<file path="src/rtl/core/blpe_pkg.sv">
// ----------------------------------------------------------------------------
// blpe_pkg
// Shared types and constants for the Bresenham line pixel engine.
// ----------------------------------------------------------------------------
package blpe_pkg;

    localparam int CFG_BITS     = 13;
    localparam int CFG_IDX_BITS = 2;
    localparam int ADDR_BITS    = 24;
    localparam int COLOR_BITS   = 32;

    // request codes
    localparam logic REQ_START = 1'b0;
    localparam logic REQ_STEP  = 1'b1;

    // register indexes
    localparam logic [CFG_IDX_BITS-1:0] CFG_FRAME_WIDTH  = 2'd0;
    localparam logic [CFG_IDX_BITS-1:0] CFG_FRAME_HEIGHT = 2'd1;

    localparam logic [CFG_BITS-1:0] FRAME_WIDTH_RESET  = 13'd800;
    localparam logic [CFG_BITS-1:0] FRAME_HEIGHT_RESET = 13'd600;

    typedef struct packed {
        logic [CFG_BITS-1:0] width;
        logic [CFG_BITS-1:0] height;
    } frame_cfg_t;

endpackage

</file>
<file path="src/rtl/core/blpe_ifs.sv">
// ----------------------------------------------------------------------------
// blpe_ifs
// Valid/ready channel interfaces: line requests, pixel results, config writes.
// ----------------------------------------------------------------------------
interface blpe_req_if
    import blpe_pkg::*;
#(
    parameter int COORD_BITS = 16
);
    logic                         valid;
    logic                         ready;
    logic                         req_type;
    logic signed [COORD_BITS-1:0] start_x;
    logic signed [COORD_BITS-1:0] start_y;
    logic signed [COORD_BITS-1:0] end_x;
    logic signed [COORD_BITS-1:0] end_y;
    logic [COLOR_BITS-1:0]        pixel_color;

    modport source (
        output valid, req_type, start_x, start_y, end_x, end_y, pixel_color,
        input  ready
    );
    modport sink (
        input  valid, req_type, start_x, start_y, end_x, end_y, pixel_color,
        output ready
    );
endinterface


</file>
<file path="src/rtl/core/blpe_step.sv">
// ----------------------------------------------------------------------------
// blpe_step
// Line state and Bresenham stepper; registers the current pixel per step item.
// ----------------------------------------------------------------------------
module blpe_step
    import blpe_pkg::*;
#(
    parameter int COORD_BITS = 16
)
(
    input  logic                         clk,
    input  logic                         rst_n,
    blpe_req_if.sink                     req,
    output logic                         pix_valid,
    input  logic                         pix_ready,
    output logic signed [COORD_BITS-1:0] pix_x,
    output logic signed [COORD_BITS-1:0] pix_y,
    output logic [COLOR_BITS-1:0]        pix_color,
    output logic                         pix_last
);

    localparam int EW = COORD_BITS + 2;

    logic signed [COORD_BITS-1:0] cur_x_reg, cur_x_next;
    logic signed [COORD_BITS-1:0] cur_y_reg, cur_y_next;
    logic signed [COORD_BITS-1:0] target_x_reg, target_x_next;
    logic signed [COORD_BITS-1:0] target_y_reg, target_y_next;
    logic [COORD_BITS-1:0]        delta_x_reg, delta_x_next;
    logic [COORD_BITS-1:0]        delta_y_reg, delta_y_next;
    logic signed [EW-1:0]         err_reg, err_next;
    logic                         neg_x_reg, neg_x_next;
    logic                         neg_y_reg, neg_y_next;
    logic [COLOR_BITS-1:0]        color_reg, color_next;
    logic                         active_reg, active_next;

    logic                         pv_reg, pv_next;
    logic signed [COORD_BITS-1:0] px_reg, px_next;
    logic signed [COORD_BITS-1:0] py_reg, py_next;
    logic [COLOR_BITS-1:0]        pc_reg, pc_next;
    logic                         pl_reg, pl_next;

    logic                         accept;
    logic signed [COORD_BITS:0]   diff_x, diff_y;
    logic [COORD_BITS:0]          ndiff_x, ndiff_y;
    logic [COORD_BITS-1:0]        abs_x, abs_y;
    logic                         at_end;
    logic signed [EW:0]           e2, dx_w, dy_w;
    logic signed [EW-1:0]         dx_e, dy_e;
    logic                         move_x, move_y;

    assign req.ready = !pv_reg || pix_ready;
    assign accept    = req.valid && req.ready;

    assign pix_valid = pv_reg;
    assign pix_x     = px_reg;
    assign pix_y     = py_reg;
    assign pix_color = pc_reg;
    assign pix_last  = pl_reg;

    // endpoint setup
    assign diff_x  = {req.end_x[COORD_BITS-1], req.end_x}
                   - {req.start_x[COORD_BITS-1], req.start_x};
    assign diff_y  = {req.end_y[COORD_BITS-1], req.end_y}
                   - {req.start_y[COORD_BITS-1], req.start_y};
    assign ndiff_x = -diff_x;
    assign ndiff_y = -diff_y;
    assign abs_x   = diff_x[COORD_BITS] ? ndiff_x[COORD_BITS-1:0] : diff_x[COORD_BITS-1:0];
    assign abs_y   = diff_y[COORD_BITS] ? ndiff_y[COORD_BITS-1:0] : diff_y[COORD_BITS-1:0];

    // step decision on 2*err
    assign at_end = (cur_x_reg == target_x_reg) && (cur_y_reg == target_y_reg);
    assign e2     = {err_reg, 1'b0};
    assign dx_w   = $signed((EW+1)'(delta_x_reg));
    assign dy_w   = $signed((EW+1)'(delta_y_reg));
    assign dx_e   = $signed(EW'(delta_x_reg));
    assign dy_e   = $signed(EW'(delta_y_reg));
    assign move_x = e2 > -dy_w;
    assign move_y = e2 < dx_w;

    always_comb
    begin
        cur_x_next    = cur_x_reg;
        cur_y_next    = cur_y_reg;
        target_x_next = target_x_reg;
        target_y_next = target_y_reg;
        delta_x_next  = delta_x_reg;
        delta_y_next  = delta_y_reg;
        err_next      = err_reg;
        neg_x_next    = neg_x_reg;
        neg_y_next    = neg_y_reg;
        color_next    = color_reg;
        active_next   = active_reg;

        pv_next = pv_reg && !pix_ready;
        px_next = px_reg;
        py_next = py_reg;
        pc_next = pc_reg;
        pl_next = pl_reg;

        if (accept)
        begin
            if (req.req_type == REQ_START)
            begin
                cur_x_next    = req.start_x;
                cur_y_next    = req.start_y;
                target_x_next = req.end_x;
                target_y_next = req.end_y;
                delta_x_next  = abs_x;
                delta_y_next  = abs_y;
                neg_x_next    = !(req.start_x < req.end_x);
                neg_y_next    = !(req.start_y < req.end_y);
                err_next      = $signed(EW'(abs_x)) - $signed(EW'(abs_y));
                color_next    = req.pixel_color;
                active_next   = 1'b1;
            end
            else if (active_reg)
            begin
                pv_next = 1'b1;
                px_next = cur_x_reg;
                py_next = cur_y_reg;
                pc_next = color_reg;
                pl_next = at_end;
                if (at_end)
                begin
                    active_next = 1'b0;
                end
                else
                begin
                    err_next = err_reg - (move_x ? dy_e : '0) + (move_y ? dx_e : '0);
                    if (move_x)
                        cur_x_next = neg_x_reg ? cur_x_reg - 1'b1 : cur_x_reg + 1'b1;
                    if (move_y)
                        cur_y_next = neg_y_reg ? cur_y_reg - 1'b1 : cur_y_reg + 1'b1;
                end
            end
        end
    end

    always_ff @(posedge clk or negedge rst_n)
    begin
        if (!rst_n)
        begin
            cur_x_reg    <= '0;
            cur_y_reg    <= '0;
            target_x_reg <= '0;
            target_y_reg <= '0;
            delta_x_reg  <= '0;
            delta_y_reg  <= '0;
            err_reg      <= '0;
            neg_x_reg    <= 1'b0;
            neg_y_reg    <= 1'b0;
            color_reg    <= '0;
            active_reg   <= 1'b0;
            pv_reg       <= 1'b0;
        end
        else
        begin
            cur_x_reg    <= cur_x_next;
            cur_y_reg    <= cur_y_next;
            target_x_reg <= target_x_next;
            target_y_reg <= target_y_next;
            delta_x_reg  <= delta_x_next;
            delta_y_reg  <= delta_y_next;
            err_reg      <= err_next;
            neg_x_reg    <= neg_x_next;
            neg_y_reg    <= neg_y_next;
            color_reg    <= color_next;
            active_reg   <= active_next;
            pv_reg       <= pv_next;
        end
    end

    always_ff @(posedge clk)
    begin
        px_reg <= px_next;
        py_reg <= py_next;
        pc_reg <= pc_next;
        pl_reg <= pl_next;
    end

endmodule

</file>
<file path="src/flat_wrapper.sv">
// flat-port wrapper written by rule: the top's interface ports become plain ports
module blpe_step_flat import blpe_pkg::*;
#(
    parameter int COORD_BITS = 16
)
  (clk, rst_n, pix_valid, pix_ready, pix_x, pix_y, pix_color, pix_last, req_valid, req_req_type, req_start_x, req_start_y, req_end_x, req_end_y, req_pixel_color, req_ready);
  blpe_req_if #(.COORD_BITS(COORD_BITS)) req_i ();
  input  logic clk;
  input  logic rst_n;
  output logic pix_valid;
  input  logic pix_ready;
  output logic signed [COORD_BITS-1:0] pix_x;
  output logic signed [COORD_BITS-1:0] pix_y;
  output logic [COLOR_BITS-1:0] pix_color;
  output logic pix_last;
  input wire logic [$bits(req_i.valid)-1:0] req_valid;
  input wire logic [$bits(req_i.req_type)-1:0] req_req_type;
  input wire logic [$bits(req_i.start_x)-1:0] req_start_x;
  input wire logic [$bits(req_i.start_y)-1:0] req_start_y;
  input wire logic [$bits(req_i.end_x)-1:0] req_end_x;
  input wire logic [$bits(req_i.end_y)-1:0] req_end_y;
  input wire logic [$bits(req_i.pixel_color)-1:0] req_pixel_color;
  output wire logic [$bits(req_i.ready)-1:0] req_ready;
  assign req_i.valid = req_valid;
  assign req_i.req_type = req_req_type;
  assign req_i.start_x = req_start_x;
  assign req_i.start_y = req_start_y;
  assign req_i.end_x = req_end_x;
  assign req_i.end_y = req_end_y;
  assign req_i.pixel_color = req_pixel_color;
  assign req_ready = req_i.ready;
  blpe_step #(.COORD_BITS(COORD_BITS)) u_core (.clk(clk), .rst_n(rst_n), .req(req_i), .pix_valid(pix_valid), .pix_ready(pix_ready), .pix_x(pix_x), .pix_y(pix_y), .pix_color(pix_color), .pix_last(pix_last));
endmodule
</file>
<file path="config.mk">
export PLATFORM = sky130hd
export DESIGN_NAME = blpe_step_flat
export DESIGN_NICKNAME = d
export VERILOG_FILES = /design/src/rtl/core/blpe_pkg.sv /design/src/rtl/core/blpe_ifs.sv /design/src/rtl/core/blpe_step.sv /design/src/flat_wrapper.sv
export SDC_FILE = /design/constraint.sdc
export NUM_CORES = 1
export LEC_CHECK = 0
export BUFFER_PORTS_ARGS = -buffer_cell sky130_fd_sc_hd__buf_2
export CORE_ASPECT_RATIO = 1.1
export CORE_UTILIZATION = 39
export DETAILED_ROUTE_END_ITERATION = 10
export HOLD_SLACK_MARGIN = 0.05
export PLACE_DENSITY = 0.68
export REMOVE_ABC_BUFFERS = 1
export SLEW_MARGIN = 25
export SYNTH_ARGS = -nofsm -noshare
export SYNTH_HDL_FRONTEND = slang
export SYNTH_SLANG_ARGS = --single-unit
export TNS_END_PERCENT = 1
</file>
<file path="constraint.sdc">
create_clock -name clk -period 10.42 [get_ports clk]
set_clock_uncertainty 0.05 [all_clocks]
set_input_delay 1.042 -clock clk [delete_from_list [all_inputs] [get_ports clk]]
set_output_delay 1.042 -clock clk [all_outputs]
set_load 0.01 [all_outputs]
</file>
## Word-level counts from Yosys, hierarchy flattened

Cells that the tools add are included.
Widths: inputs -> output; s select.

- Register bits: 215
- Latch bits: 0
- Memory bits (writable): 0
- ROM bits: 0
- Bits of input ports: 101
- Output and inout bits: 67
- Word-level logic and storage cells: 75
- Memories: 0

- $add $sub $neg: 12
- $mul: 0
- Divide/modulo/power cells: 0
- $lt $le $gt $ge: 4
- Equal/unequal tests: 6
- Shift operators: 0
- Multiplexer cells: 23
- Bitwise gates (word level): 1
- Reductions and logical operators: 13

Operator list:

| cell | count |
|---|---|
| $mux 16 | 14 |
| $mux 18 | 3 |
| $sub 16x16->17 | 3 |
| $add 16x1->16 const B | 2 |
| $eq 16x16->1 | 2 |
| $lt 16x16->1 | 2 |
| $neg 16->16 | 2 |
| $sub 16x1->16 const B | 2 |
| $gt 19x19->1 | 1 |
| $lt 19x17->1 | 1 |
| $neg 16->19 | 1 |
| $add 18x18->18 | 1 |
| $sub 18x18->18 | 1 |
| $reduce_and 4->1 | 2 |
| $mux 1 | 6 |
| $ne 2x1->1 const B | 3 |
| $reduce_and 3->1 | 2 |
| $logic_not 1->1 | 4 |
| $logic_and 1x1->1 | 3 |
| $ne 2x2->1 const B | 1 |
| $reduce_and 2->1 | 1 |
| $logic_or 1x1->1 | 1 |
| $not 1->1 | 1 |

## Depth between registers and ports, before layout

- Depth after elaboration: 8
- Depth in mapped cells: 27
- Mapped depth without buffers: 27

## Least setup slack after synthesis

Ideal clock, no wire load.

- Path kind: reg2reg
- From: register u_core.delta_y_reg[4]
- To: register u_core.err_reg[15]
- Library setup time: 0.077 ns
- Arrival: 5.534 ns
- Required time: 10.293 ns
- Path slack: 4.758 ns
- Stages on the path, launching flop included: 23
- Buffers on the path: 0
- Period minus slack after synthesis: 5.662 ns
- Cells stage by stage: dfrtp_1 > or4_1 > nor2_1 > nand3_1 > nor4_1 > ha_1 > a21o_1 > a2111o_1 > a2111oi_0 > a221oi_1 > and2_1 > fa_1 > inv_1 > ha_1 > a21oi_1 > o2111ai_1 > o2111ai_1 > a21boi_0 > o21ai_0 > a21oi_1 > xnor2_1 > mux2_2 > a21oi_1

- Cells in the longest elaborated chain, start to end: 8

RTL lines:

| what | RTL line | text |
|---|---|---|
| start, declared | blpe_step.sv:29 | `logic [COORD_BITS-1:0] delta_y_reg, delta_y_next;` |
| start signal, assigned | blpe_step.sv:163 | `delta_y_reg <= delta_y_next;` |
| $neg 16->19 | blpe_step.sv:77 | `assign move_x = e2 > -dy_w;` |
| $gt 19x19->1 | blpe_step.sv:77 |  |
| $mux 16 (*) | blpe_step.sv:129 | `err_next = err_reg - (move_x ? dy_e : '0) + (move_y ? dx_e : '0);` |
| $sub 18x18->18 (*) | blpe_step.sv:129 |  |
| $add 18x18->18 (*) | blpe_step.sv:129 |  |
| $mux 18 (*) | blpe_step.sv:123 | `if (at_end)` |
| $mux 18 (*) | blpe_step.sv:116 | `else if (active_reg)` |
| $mux 18 (*) | blpe_step.sv:102 | `if (req.req_type == REQ_START)` |
| end signal, assigned | blpe_step.sv:164 | `err_reg <= err_next;` |
| end, declared | blpe_step.sv:30 | `logic signed [EW-1:0] err_reg, err_next;` |

Every way passes the cells marked *; elsewhere a longest branch is shown, timed or not. The select of a mux whose other input is x is not followed.
A chain may end at the register's enable or synchronous reset.

## Worst setup path after layout

Ends and elaborated chain as after synthesis.

==> metrics.txt <==
I/O pin count around 170; simple-gate area share of the yosys netlist around 17%; P per Cell Area 328.6 mW/mm^2; Switching Fraction between 40% and 50%; Yosys cell types between 70 and 80; RSZ-0062 raised after global routing false; Comb pwr share between 50% and 60%; Layout Nets around 2100; Syn Inst Count around 1700; DRC 0; crit-path max FO 19; Adder-Cell Fraction of Synth Area between 10 and 15%; starting density of the core between 30 and 40%; routed vias/inst roughly 5.4; Main synth FF type dfrtp_1; TNS Setup 0 ns; DP Cell Count around 2300; post-layout util 45.62%; status completed; drt initial violations 738; cts repair resizes 0; antenna-violating nets left 0; gpl congestion 0.9245; CTS buffer count 26; Setup Viol. Count Final 0; Compound-Gate Fraction of Synth Area between 10% and 20%; vias in the first global route between 10000 and 15000; P_sw between 2 and 3 mW; sequential share of power 24.3%; die height approximately 210 microns; largest net degree at the start of global routing between 70 and 80; Achievable Freq between 150 and 200 MHz; post-layout instance area roughly 0.017 sq mm; Yosys reg bits roughly 220; required time worst endpoint 10.84 ns; grt ovf 0; post-synthesis mux area share 2.867%; clock sinks 215; # Post-CTS Setup Buffers 0; share of cells above drive strength 1 approximately 14%; Post-synth top cells 281 x nand2_1, 150 x dfrtp_1, 141 x inv_1, 133 x ha_1, 117 x a21oi_1; top area cells in the synthesized netlist dfrtp_1 25%, edfxtp_1 13%, ha_1 11%; drt first pass iters 5; first-pass GRT wire length around 66000 microns; Crit. End Element register; Layout area overhead 15.39%; Die Footprint ~0.040 sq mm; P_leak between 8 and 9 nW; Post-synth EDFFs between 60 and 70; Die Wd between 150 and 200 microns; Final Slew Violations 0; critical path launch point u_core.delta_y_reg[4]; final worst-path cycle share a little over three fifths; Site Rows 75; ANT cells 0; post-synthesis sequential area ratio approximately 38%; CTS tree yes; Crit Reg-Reg Startpoint u_core.delta_y_reg[4]; Worst-Skew Late Latency 0.56 ns; drt wl/cell around 17 microns; Max Buffers Root-to-Sink 3; CTS H-Tree Depth 1; main combinational cell family by area after synthesis simple AND/OR/NAND/NOR gates; Mapped Avg Cell Area about 9.0 sq um; Clk pin slew, worst setup/hold paths about 0.06 ns; Rel. slew slack between 30% and 40%; post-synth top area share between 20% and 30%; Yosys warnings 0; CTS root buf clkbuf_16; Hold Startpoint u_core.color_reg[17]; fraction of registers with async set/reset between 60% and 70%; top-count cell post-synth nand2_1; Synth Area in XOR/XNOR 7.773%; largest area contributor in the netlist dfrtp_1; Hold Path Class register to register; core box area ~0.038 sq mm; Cell Int Power 3.178 mW; Port Buffer Count roughly 170; DR vias around 13000; antenna violations before repair 1; Post-DP HPWL between 30000 and 40000 microns; critical path data arrival time 7.02 ns; Worst setup SP type register; worst-margin pin slew around 0.93 ns; total of max-cap violations 0; Total GRT Usage between 20% and 30%; final hold violations 0; Post-Place Cell Area ~0.017 sq mm; VDD IR-drop max 0.1792 mV; synthesized area roughly 0.015 sq mm; WL final 41300 microns; final cell count without fillers ~2400; kind of critical path register to register; hold buffers post-CTS 0; Final min period between 6 and 7 ns; Clock power frac 16.6%
layout make-up:
class / instances / area [sq um]
fill: 3665 / 20770
multi-input combinational: 1278 / 8708
sequential: 215 / 5705
timing repair buffer: 181 / 967.2
clock buffer: 31 / 700.7
tap: 500 / 625.6
inverter: 141 / 529.3
clock inverter: 17 / 186.4
metal layers:
layer  up-vias  track usage [%]  share of wire [%]
met4         2            8.482                3.7
li1       6185                -                  -
met3        90            2.598                4.8
met5         -                0              0.031
met1      6076            26.84                 44
met2       330            35.72                 48
worst paths after layout:
kind / depth (start not counted) / endpoint / slack (ns)
setup reg to reg: 23 / u_core.err_reg[15] / 3.82
hold reg to reg: 0 / u_core.pix_color[17] / 0.39
max in group asynchronous: 2 / u_core.color_reg[23] / 8.72
setup / recovery: 23 / u_core.err_reg[15] / 3.82
hold / removal: 0 / u_core.pix_color[17] / 0.39
min in group asynchronous: 1 / u_core.err_reg[17] / 0.49
placed cells by master (no fill, tap or decap), types with 6 or more instances in the layout:
cell / instances
nor2_1: 105
mux2_2: 18
xnor2_1: 81
nand4_1: 20
o21a_1: 11
o211ai_1: 12
and2_1: 21
and3_1: 11
o2111ai_1: 6
dfrtp_1: 150
nor3_1: 27
a21oi_1: 117
nor4_1: 11
nand2b_1: 13
a211oi_1: 15
a31oi_1: 17
buf_2: 166
buf_4: 13
clkbuf_16: 27
nand2_1: 280
a21o_1: 35
clkinv_1: 7
o21ai_0: 77
nand3_1: 33
or3_1: 11
o31ai_1: 13
mux2i_1: 23
nor2b_1: 17
inv_1: 141
fa_1: 21
ha_1: 133
edfxtp_1: 65
xor2_1: 53
a211o_1: 6
power groups by stage:
stage          clock [mW]  combinational [mW]  sequential (mW)
2_1_floorplan           0                2.59             1.31
3_3_place_gp            0                3.26             1.39
3_5_place_dp            0                3.33             1.40
4_1_cts             0.970                3.37             1.38
5_1_grt              1.00                3.80             1.42
6_report            0.948                3.39             1.39
stage by stage:
step	setup slack (ns)	hold WS, ns	power, mW
after global placement	3.972	0.3768	4.645
after CTS	3.777	0.3962	5.722
after floorplan	4.647	0.3748	3.898
after detailed placement	3.797	0.3822	4.728
final	3.822	0.3938	5.725
after global routing	3.368	0.4037	6.217
cells by family (layout without fill, tap and decap cells):
group | count (synthesis) | after routing
simple gates | 577 | 577
xor+xnor | 134 | 134
fa+ha+maj | 154 | 154
flops | 215 | 215
compound gates | 372 | 372
buf+inv | 191 | 370
mux | 41 | 41
critical path, stage by stage, from the launching register on:
cell,delay (ns)
dfrtp_1,0.42
or4_1,0.56
nor2_1,0.22
nand3_1,0.22
nor4_1,0.33
ha_1,0.31
a21o_1,0.16
a2111o_1,0.42
a2111oi_0,0.45
a221oi_2,0.10
buf_4,0.23
and2_1,0.19
fa_1,0.56
inv_1,0.06
ha_1,0.28
a21oi_1,0.19
o2111ai_1,0.23
o2111ai_1,0.32
a21boi_0,0.14
o21ai_0,0.37
a21oi_1,0.15
xnor2_1,0.14
mux2_2,0.26
a21oi_1,0.13
Power figures use the tool's default switching activity.
